==> config.mk <==
export PLATFORM = sky130hd
export DESIGN_NAME = bitplane_agreement_counter
export DESIGN_NICKNAME = d
export VERILOG_FILES = /design/src/sv/bac_pkg.sv /design/src/sv/bitplane_agreement_counter.sv
export SDC_FILE = /design/constraint.sdc
export NUM_CORES = 2
export LEC_CHECK = 0
export ABC_CLOCK_PERIOD_IN_PS = 10950
export BUFFER_PORTS_ARGS = -buffer_cell sky130_fd_sc_hd__buf_2
export CORE_MARGIN = 2
export CORE_UTILIZATION = 31
export DETAILED_ROUTE_END_ITERATION = 7
export PLACE_DENSITY = 0.51
export SYNTH_ARGS = -nofsm -noshare
export SYNTH_HDL_FRONTEND = slang
export SYNTH_SLANG_ARGS = --single-unit
==> constraint.sdc <==
create_clock -name clk -period 10.95 [get_ports clk]
set_input_delay 1.095 -clock clk [delete_from_list [all_inputs] [get_ports clk]]
set_output_delay 1.095 -clock clk [all_outputs]
set_load 0.01 [all_outputs]
==> src/sv/bac_pkg.sv <==
package bac_pkg;

	localparam int PLANES           = 32;
	localparam int SHIFT_W          = 5;
	localparam int THR_W            = 17;
	localparam int Q_FRAC           = 16;
	localparam int TOTAL_W          = 6;
	localparam int DATA_W           = 32;
	localparam int ADDR_W           = 3;
	localparam int MAX_ELEMENTS_DEF = 256;

	localparam logic [THR_W-1:0] ONE_Q16 = THR_W'(65536);

	// register index, taken from paddr[2]
	localparam logic [0:0] REG_MASK_SHIFT = 1'b0;
	localparam logic [0:0] REG_THRESHOLD  = 1'b1;

	function automatic logic [PLANES-1:0] start_mask(input logic [SHIFT_W-1:0] shift);
		start_mask = {PLANES{1'b1}} >> shift;
	endfunction

	// adder tree: 32 -> 16 x 2b -> 8 x 3b -> 4 x 4b -> 2 x 5b -> 6b
	function automatic logic [TOTAL_W-1:0] ones_in(input logic [PLANES-1:0] v);
		logic [1:0] l1 [16];
		logic [2:0] l2 [8];
		logic [3:0] l3 [4];
		logic [4:0] l4 [2];
		for (int i = 0; i < 16; i++) begin
			l1[i] = {1'b0, v[2*i]} + {1'b0, v[2*i+1]};
		end
		for (int i = 0; i < 8; i++) begin
			l2[i] = {1'b0, l1[2*i]} + {1'b0, l1[2*i+1]};
		end
		for (int i = 0; i < 4; i++) begin
			l3[i] = {1'b0, l2[2*i]} + {1'b0, l2[2*i+1]};
		end
		for (int i = 0; i < 2; i++) begin
			l4[i] = {1'b0, l3[2*i]} + {1'b0, l3[2*i+1]};
		end
		ones_in = {1'b0, l4[0]} + {1'b0, l4[1]};
	endfunction

endpackage

==> src/sv/bitplane_agreement_counter.sv <==
// Bit-plane agreement counter.
// Item channel (item_valid/item_ready): one pair of 32-bit words per item,
// word_a and word_b, plus last_element marking the final pair of a
// neighbourhood. Result channel (result_valid/result_ready): one item per
// neighbourhood, issued for the last pair only: the all-agree mask, its
// popcount, the mask of planes whose agreement count reaches
// floor(threshold_fraction * elements / 65536), and an overflow flag set when
// more than MAX_ELEMENTS pairs arrived (counts saturate there).
// Throughput: one pair per cycle while item_ready is high; the 32 plane
// counters, the mask and the element count all update in parallel.
// After the last pair is taken, its result passes the input register, the
// accumulate/snapshot stage and the threshold stage into the result register.
// A stalled receiver holds the result; the snapshot stage behind it gives one
// further slot, and item_ready only drops when a last pair cannot move on.
// Non-last pairs keep flowing during a stall.
// Reset clears the counters and flags, sets mask_shift to 0 and the threshold
// to 1.0. APB port: mask_shift at 0x0, threshold_fraction at 0x4.
module bitplane_agreement_counter #(
	parameter int MAX_ELEMENTS = bac_pkg::MAX_ELEMENTS_DEF
) (
	input  logic                          clk,
	input  logic                          arst_n,
	// APB configuration
	input  logic                          psel,
	input  logic                          penable,
	input  logic                          pwrite,
	input  logic [bac_pkg::ADDR_W-1:0]    paddr,
	input  logic [bac_pkg::DATA_W-1:0]    pwdata,
	output logic [bac_pkg::DATA_W-1:0]    prdata,
	output logic                          pready,
	// item channel
	input  logic                          item_valid,
	output logic                          item_ready,
	input  logic [31:0]                   word_a,
	input  logic [31:0]                   word_b,
	input  logic                          last_element,
	// result channel
	output logic                          result_valid,
	input  logic                          result_ready,
	output logic [31:0]                   all_agree_mask,
	output logic [5:0]                    agree_bit_total,
	output logic [31:0]                   plane_pass_mask,
	output logic                          count_overflow
);

	localparam int PLANES = bac_pkg::PLANES;
	localparam int CNT_W  = $clog2(MAX_ELEMENTS + 1);
	localparam int PROD_W = bac_pkg::THR_W + CNT_W;
	localparam int NEED_W = PROD_W - bac_pkg::Q_FRAC;
	localparam logic [CNT_W-1:0] CNT_MAX = CNT_W'(MAX_ELEMENTS);

	// configuration registers
	logic [bac_pkg::SHIFT_W-1:0] mask_shift_q;
	logic [bac_pkg::THR_W-1:0]   threshold_q;
	logic                        cfg_wr;
	logic [0:0]                  reg_idx;

	// input register
	logic              valid_s1;
	logic [31:0]       word_a_s1;
	logic [31:0]       word_b_s1;
	logic              last_s1;

	// neighbourhood state
	logic [PLANES-1:0] acc_q;
	logic [CNT_W-1:0]  cnt_q [PLANES];
	logic [CNT_W-1:0]  total_q;
	logic              ovf_q;

	// snapshot of the finished neighbourhood
	logic              valid_s2;
	logic [PLANES-1:0] acc_s2;
	logic [CNT_W-1:0]  cnt_s2 [PLANES];
	logic [CNT_W-1:0]  total_s2;
	logic              ovf_s2;

	// result register
	logic                         result_valid_q;
	logic [PLANES-1:0]            mask_q;
	logic [bac_pkg::TOTAL_W-1:0]  ones_q;
	logic [PLANES-1:0]            pass_q;
	logic                         ovf_out_q;

	// flow control
	logic out_load, s2_free, s1_go, s1_free;

	// accumulate stage logic
	logic [PLANES-1:0] agree;
	logic [PLANES-1:0] acc_next;
	logic [CNT_W-1:0]  cnt_next [PLANES];
	logic [CNT_W-1:0]  total_next;
	logic              ovf_next;
	logic              saturated;

	// threshold stage logic
	logic [PROD_W-1:0] product;
	logic [NEED_W-1:0] need;
	logic [PLANES-1:0] pass;

	// ---------------- configuration port ----------------
	assign pready  = 1'b1;
	assign reg_idx = paddr[2];
	assign cfg_wr  = psel && penable && pwrite;

	always_comb begin
		unique case (reg_idx)
			bac_pkg::REG_MASK_SHIFT:
				prdata = bac_pkg::DATA_W'(mask_shift_q);
			bac_pkg::REG_THRESHOLD:
				prdata = bac_pkg::DATA_W'(threshold_q);
			default:
				prdata = '0;
		endcase
	end

	always_ff @(posedge clk or negedge arst_n) begin
		if (!arst_n) begin
			mask_shift_q <= '0;
			threshold_q  <= bac_pkg::ONE_Q16;
		end else if (cfg_wr) begin
			if (reg_idx == bac_pkg::REG_MASK_SHIFT) begin
				mask_shift_q <= pwdata[bac_pkg::SHIFT_W-1:0];
			end
			if (reg_idx == bac_pkg::REG_THRESHOLD) begin
				threshold_q <= pwdata[bac_pkg::THR_W-1:0];
			end
		end
	end

	// ---------------- handshake ----------------
	// a non-last pair never needs the snapshot slot
	assign out_load   = valid_s2 && (!result_valid_q || result_ready);
	assign s2_free    = !valid_s2 || out_load;
	assign s1_go      = valid_s1 && (!last_s1 || s2_free);
	assign s1_free    = !valid_s1 || s1_go;
	assign item_ready = s1_free;

	// ---------------- input register ----------------
	always_ff @(posedge clk or negedge arst_n) begin
		if (!arst_n) begin
			valid_s1 <= 1'b0;
		end else if (s1_free) begin
			valid_s1 <= item_valid;
		end
	end

	always_ff @(posedge clk) begin
		if (s1_free && item_valid) begin
			word_a_s1 <= word_a;
			word_b_s1 <= word_b;
			last_s1   <= last_element;
		end
	end

	// ---------------- accumulate ----------------
	assign agree     = ~(word_a_s1 ^ word_b_s1);
	assign saturated = (total_q >= CNT_MAX);

	always_comb begin
		acc_next = acc_q & agree;
		if (saturated) begin
			total_next = total_q;
			ovf_next   = 1'b1;
		end else begin
			total_next = total_q + CNT_W'(1);
			ovf_next   = ovf_q;
		end
		for (int m = 0; m < PLANES; m++) begin
			if (saturated) begin
				cnt_next[m] = cnt_q[m];
			end else begin
				cnt_next[m] = cnt_q[m] + CNT_W'(agree[m]);
			end
		end
	end

	always_ff @(posedge clk or negedge arst_n) begin
		if (!arst_n) begin
			acc_q   <= {PLANES{1'b1}};
			total_q <= '0;
			ovf_q   <= 1'b0;
			for (int m = 0; m < PLANES; m++) begin
				cnt_q[m] <= '0;
			end
		end else begin
			if (s1_go) begin
				if (last_s1) begin
					// neighbourhood done: restart from the shifted start mask
					acc_q   <= bac_pkg::start_mask(mask_shift_q);
					total_q <= '0;
					ovf_q   <= 1'b0;
					for (int m = 0; m < PLANES; m++) begin
						cnt_q[m] <= '0;
					end
				end else begin
					acc_q   <= acc_next;
					total_q <= total_next;
					ovf_q   <= ovf_next;
					for (int m = 0; m < PLANES; m++) begin
						cnt_q[m] <= cnt_next[m];
					end
				end
			end
			// new shift between neighbourhoods reloads the running mask
			if (cfg_wr && reg_idx == bac_pkg::REG_MASK_SHIFT && total_q == '0) begin
				acc_q <= bac_pkg::start_mask(pwdata[bac_pkg::SHIFT_W-1:0]);
			end
		end
	end

	// ---------------- snapshot ----------------
	always_ff @(posedge clk or negedge arst_n) begin
		if (!arst_n) begin
			valid_s2 <= 1'b0;
		end else if (s2_free) begin
			valid_s2 <= s1_go && last_s1;
		end
	end

	always_ff @(posedge clk) begin
		if (s1_go && last_s1) begin
			acc_s2   <= acc_next;
			total_s2 <= total_next;
			ovf_s2   <= ovf_next;
			for (int m = 0; m < PLANES; m++) begin
				cnt_s2[m] <= cnt_next[m];
			end
		end
	end

	// ---------------- threshold ----------------
	assign product = PROD_W'(threshold_q) * PROD_W'(total_s2);
	assign need    = product[PROD_W-1:bac_pkg::Q_FRAC];

	always_comb begin
		for (int m = 0; m < PLANES; m++) begin
			pass[m] = (NEED_W'(cnt_s2[m]) >= need);
		end
	end

	// ---------------- result register ----------------
	always_ff @(posedge clk or negedge arst_n) begin
		if (!arst_n) begin
			result_valid_q <= 1'b0;
		end else if (!result_valid_q || result_ready) begin
			result_valid_q <= valid_s2;
		end
	end

	always_ff @(posedge clk) begin
		if (out_load) begin
			mask_q    <= acc_s2;
			ones_q    <= bac_pkg::ones_in(acc_s2);
			pass_q    <= pass;
			ovf_out_q <= ovf_s2;
		end
	end

	assign result_valid    = result_valid_q;
	assign all_agree_mask  = mask_q;
	assign agree_bit_total = ones_q;
	assign plane_pass_mask = pass_q;
	assign count_overflow  = ovf_out_q;

endmodule
======== Yosys cells after proc, flatten, opt, wreduce, memory -nomap -nowiden ========
Memory sizes are Yosys's and may differ from the RTL's.
Cells that the tools add are included.
storage, ports and cells
  register bits after elaboration ......... 533
  memory bits (writable) .................. 288
  input port bits ......................... 107
  output and inout bits ................... 106
  logic and storage cells ................. 218
  memories kept ........................... 1
memories
  memory  depth  width  read ports  clocked after Yosys merged registers in  wr ports  RTL line                          source
  cnt_s2  32     9      32          0                                        32        bitplane_agreement_counter.sv:73  logic [CNT_W-1:0] cnt_s2 [PLANES];
operators by class
  add/subtract/negate cells ............... 64
  multipliers ............................. 1
  order comparisons ....................... 33
  shift operators ......................... 2
  multiplexer cells ....................... 43
  bitwise logic cells ..................... 4
  reductions and logical operators ........ 20
operators with widths
  kind                                                                  count
  9-bit by 10-bit >= comparator with 1-bit output                       32
  9-bit 2-to-1 mux                                                      34
  9-bit by 1-bit adder with 9-bit output                                32
  288-bit 2-to-1 mux                                                    1
  32-bit 2-to-1 mux                                                     3
  32-bit case mux with 2 select lines                                   1
  32-bit by 5-bit right shift with 32-bit output, first input constant  2
  1-bit by 1-bit adder with 2-bit output                                16
  32-bit AND                                                            1
  32-bit NOT                                                            1
  32-bit XOR                                                            1
  17-bit by 9-bit multiplier with 26-bit output                         1
  2-bit by 2-bit adder with 3-bit output                                8
  3-bit by 3-bit adder with 4-bit output                                4
  4-bit by 4-bit adder with 5-bit output                                2
  9-bit by 1-bit adder with 9-bit output, second input constant         1
  9-bit >= comparator, second input constant                            1
  9-bit logical NOT                                                     1
  1-bit logical AND                                                     8
  5-bit by 5-bit adder with 6-bit output                                1
  1-bit logical NOT                                                     4
  1-bit logical OR                                                      4
  1-bit 2-to-1 mux                                                      4
  2-bit AND reduction                                                   2
  2 further kinds                                                       2

======== Depth between registers and ports, before layout ========
  depth after elaboration ................. 9
  gate-level depth with buffers ........... 25
  depth with buffers taken out ............ 24

======== Worst setup path after synthesis ========
OpenSTA, ideal clock, no wires.
  kind .................................... input -> register
  start point ............................. in result_ready
  end point ............................... reg acc_q[13]
  setup time .............................. 0.118 ns
  data arrival time ....................... 12.356 ns
  data required time ...................... 10.832 ns
  slack ................................... -1.524 ns
  stages .................................. 9
  path buffers ............................ 2
  cells stage by stage .................... nor2b_1 -> nand3_1 -> and2_1 -> clkbuf_1 -> nand2_1 -> clkinv_1 -> clkbuf_1 -> a221oi_1 -> a31oi_1
on the way
  cells in the longest elaborated chain, start to end .. 6
RTL lines
  what                                 RTL line                           source
  start, declared                      bitplane_agreement_counter.sv:39   input logic result_ready,
  1-bit logical OR                     bitplane_agreement_counter.sv:132  assign out_load = valid_s2 && (!result_valid_q || result_ready);
  1-bit logical AND                    bitplane_agreement_counter.sv:132
  1-bit logical OR                     bitplane_agreement_counter.sv:133  assign s2_free = !valid_s2 || out_load;
  1-bit logical OR                     bitplane_agreement_counter.sv:134  assign s1_go = valid_s1 && (!last_s1 || s2_free);
  1-bit logical AND                    bitplane_agreement_counter.sv:134
  2-bit nonzero test (no source line)  n/a
  end signal, assigned                 bitplane_agreement_counter.sv:179  acc_q <= {PLANES{1'b1}};
  end signal, assigned                 bitplane_agreement_counter.sv:189  acc_q <= bac_pkg::start_mask(mask_shift_q);
  end signal, assigned                 bitplane_agreement_counter.sv:196  acc_q <= acc_next;
  end, declared                        bitplane_agreement_counter.sv:65   logic [PLANES-1:0] acc_q;
No other way between the ends.
A chain may end at the register's enable or synchronous reset.

======== Worst setup path after layout ========
  start point ............................. reg total_s2[2]
  end point ............................... reg pass_q[22], in the netlist plane_pass_mask[22], data pin
on the way
  cells in the longest elaborated chain, start to end .. 2
RTL lines
  what                                             RTL line                           source
  start, declared                                  bitplane_agreement_counter.sv:74   logic [CNT_W-1:0] total_s2;
  start signal, assigned                           bitplane_agreement_counter.sv:223  total_s2 <= total_next;
  17-bit by 9-bit multiplier with 26-bit output    bitplane_agreement_counter.sv:232  assign product = PROD_W'(threshold_q) * PROD_W'(total_s2);
  9-bit by 10-bit >= comparator with 1-bit output  bitplane_agreement_counter.sv:237  pass[m] = (NEED_W'(cnt_s2[m]) >= need);
  net pass[22]                                     bitplane_agreement_counter.sv:98   logic [PLANES-1:0] pass;
  end signal, assigned                             bitplane_agreement_counter.sv:254  pass_q <= pass;
  end, declared                                    bitplane_agreement_counter.sv:81   logic [PLANES-1:0] pass_q;
The timed path passes the listed nets, and every way through them passes these cells.

==> reports/qor.txt <==
starting density of the core = 31.3%
all-layer global routing usage = 15.6%
Num Clock Sinks = 821
DRT Wirelength = 119000 µm
clk_lat worst skew = 0.68 ns
Setup CP Type = flop to flop
Slew Viols, Final = 0
First DRT Iteration DRCs = 1792
status = finished, final reports clean
io pins = 213
number of buffers created by CTS = 91
initial antenna violation count = 6
commonest non-fill, non-tap cells in the layout = nand2_1, edfxtp_1, ha_1
arrival time worst endpoint = 8.65 ns
post-synthesis instance area = 46400 µm²
Worst Tran Pin Value = 1.32 ns
met2 wire len = 55300 µm
clk buf depth = 3
WL met1 = 56100 µm
vias per cell = 4.89
# setup viols final = 0
Chip Width = 391 µm
wire length on met3 = 4310 µm
#FFs+latches synth = 821
TritonCTS clock tree = yes
r2r setup slk = 2.64 ns
first-pass GRT wire length = 184000 µm
CTS resizes = 0
DR pass1 iterations = 5
setup tns final = 0 ns
Post-DRT Antenna Nets = 0
Startpoint Class = flop
multi-input logic area = 22100 µm²
cell row count = 141
H-tree depth = 3
Buffers on Ports = 179
CORE AREA = 148000 µm²
Worst Skew = 0.0193 ns
worst min path class = primary input to async pin
share of cells above drive strength 1 = 12.2%
Area Overhead vs Synth = 12.8%
period utilisation layout = 75.9%
placer congestion estimate = 0.775
Top Layer Used = met5
pin count of the biggest net entering global routing = 159
Cells after Synth = 4076
max_cap viols = 0
Fill cells = 14542
Setup crit start = total_s2[2]
Post-synth ARST share = 43.2%
Reg clk slew, reported paths = 0.06 ns
EDFF count, synth = 466
DRC Markers = 0
vias in the first global route = 31125
RR Endpoint = plane_pass_mask[22]
minimum clock period = 8.31 ns
Worst EP required = 11.29 ns
Setup crit end = plane_pass_mask[22]
Final HPWL DP = 72900 µm
relative slew slack = 11.6%
number of synthesis warnings = 0
postcts setup bufs = 0
Max Clk Rate = 0.120 GHz
r2r startpoint = total_s2[2]
DR WL/cell = 19.1 µm
final-stage net count = 4817
Most used DFF post-synth = edfxtp_1
register area share after synthesis = 49.4%
CTS Root Cell = clkbuf_16
largest fanout on the critical path = 18
r2r worst-path depth = 22
height of the die = 391 µm
commonest non-fill, non-tap cell in the layout = nand2_1
routed vias = 30400
number of distinct library cells after synthesis = 67
grt total ovfl = 0
die area = 153000 µm²
area taken by flip-flops and latches = 22900 µm²
RSZ-0062 raised after global routing = no
Final Hold Fails = 0
CTS Hold Bufs = 0
syn_area_per_cell = 11.4 µm²
Critical Path Sink Type = flop
-- stage by stage --
step                cell area (µm²)  worst slack [ns]  hold WS, ns  instances  util [%]
floorplan                     46400              3.27        0.400       4090         -
global placement              49400              2.57        0.407       6047      33.4
detailed placement            49400              2.57        0.412       6047      33.4
CTS                           52300              2.54        0.332       6218      35.3
global route                  52300              2.08        0.366       6218      35.3
finish                        52300              2.64        0.352       6219      35.3
-- layer usage --
| metal | up-vias | global-route usage [%] |
|---|---|---|
| met5 | - | 0 |
| met4 | 6 | 4.00 |
| met3 | 158 | 2.45 |
| met2 | 461 | 25.5 |
| met1 | 15153 | 21.4 |
| li1 | 14622 | - |
-- cells by family after synthesis --
| logic type | Yosys count | synth area share, % |
|---|---|---|
| other | 2 | 0.0162 |
| XOR/XNOR | 275 | 5.19 |
| adder cells (fa/ha/maj) | 532 | 16.3 |
| AND/OR/NAND/NOR | 1218 | 13.2 |
| AO/OA/AOI/OAI | 730 | 10.2 |
| multiplexers | 92 | 2.24 |
| buffers and inverters | 406 | 3.48 |
| flip-flops | 821 | 49.4 |
-- critical path, cell delays in order (launching register included) --
cell	delay, ns
edfxtp_1	0.87
nand2_1	0.19
fa_1	0.57
inv_1	0.05
fa_1	0.46
fa_1	0.49
inv_1	0.06
fa_1	0.54
inv_1	0.05
ha_1	0.29
a21o_1	0.23
a2111oi_2	0.40
o21ai_1	0.16
nand2_1	0.17
xor2_4	0.96
buf_4	0.50
ha_1	0.31
a21o_1	0.16
a21o_1	0.17
a21o_1	0.21
maj3_1	0.35
a2111oi_0	0.43
a211oi_1	0.30
-- cell usage after synthesis, types with 7 or more instances --
cell type,instances,share of area [%]
nand2_1,534,4.3
edfxtp_1,466,30
ha_1,371,10
dfrtp_1,322,17
o21ai_0,308,3.3
inv_1,217,1.8
clkbuf_1,154,1.2
xnor2_1,148,2.8
and2_1,136,1.8
fa_1,129,5.6
xor2_1,127,2.4
and3_1,112,1.5
a21o_1,101,1.6
mux2_2,91,2.2
nor2_1,84,0.68
nand3_1,81,0.87
a22o_1,75,1.4
nand2b_1,74,1.0
a21oi_1,72,0.78
nor2b_1,70,0.94
nand3b_1,65,1.1
a211oi_1,35,0.57
dfstp_2,33,1.9
a2111oi_0,32,0.60
maj3_1,32,0.69
o211ai_1,27,0.44
a221oi_1,21,0.40
and3_2,21,0.34
a31oi_1,18,0.24
buf_4,16,0.26
buf_1,14,0.11
o31ai_1,11,0.18
nor3_1,8,0.086
o211ai_2,7,0.19
-- registers in the layout, indices dropped and copies added (netlist names) --
signal and cells:
total_s2 9, cnt_q 288, all_agree_mask 32, acc_s2 32, word_b_s1 32, ovf_q 1, total_q 9, plane_pass_mask 32
last_s1 1, threshold_q 17, word_a_s1 32, ovf_s2 1, acc_q 32, count_overflow 1, result_valid 1, agree_bit_total 6
valid_s2 1, cnt_s2 288, mask_shift_q 5, valid_s1 1
-- cell type report --
cell class	instances	share of cell area, %
clock inverters	33	0.517
well taps	1930	4.62
flip-flops and latches	821	43.8
multi-input cells	2863	42.2
diodes	1	0.00478
inverters	218	1.58
clock buffers	138	4.97
repair buffers	215	2.32
-- worst min path at each step --
stage,start,end,cells after the start
6_report,arst_n,cnt_q[77],1
2_1_floorplan,ovf_s2,count_overflow,0
4_1_cts,arst_n,cnt_q[77],1
3_3_place_gp,ovf_s2,count_overflow,0
3_5_place_dp,ovf_s2,count_overflow,0
5_1_grt,arst_n,cnt_q[77],1
Power is not shown: default switching activity piles up to over one toggle a cycle in this logic, so the estimate is an artifact.
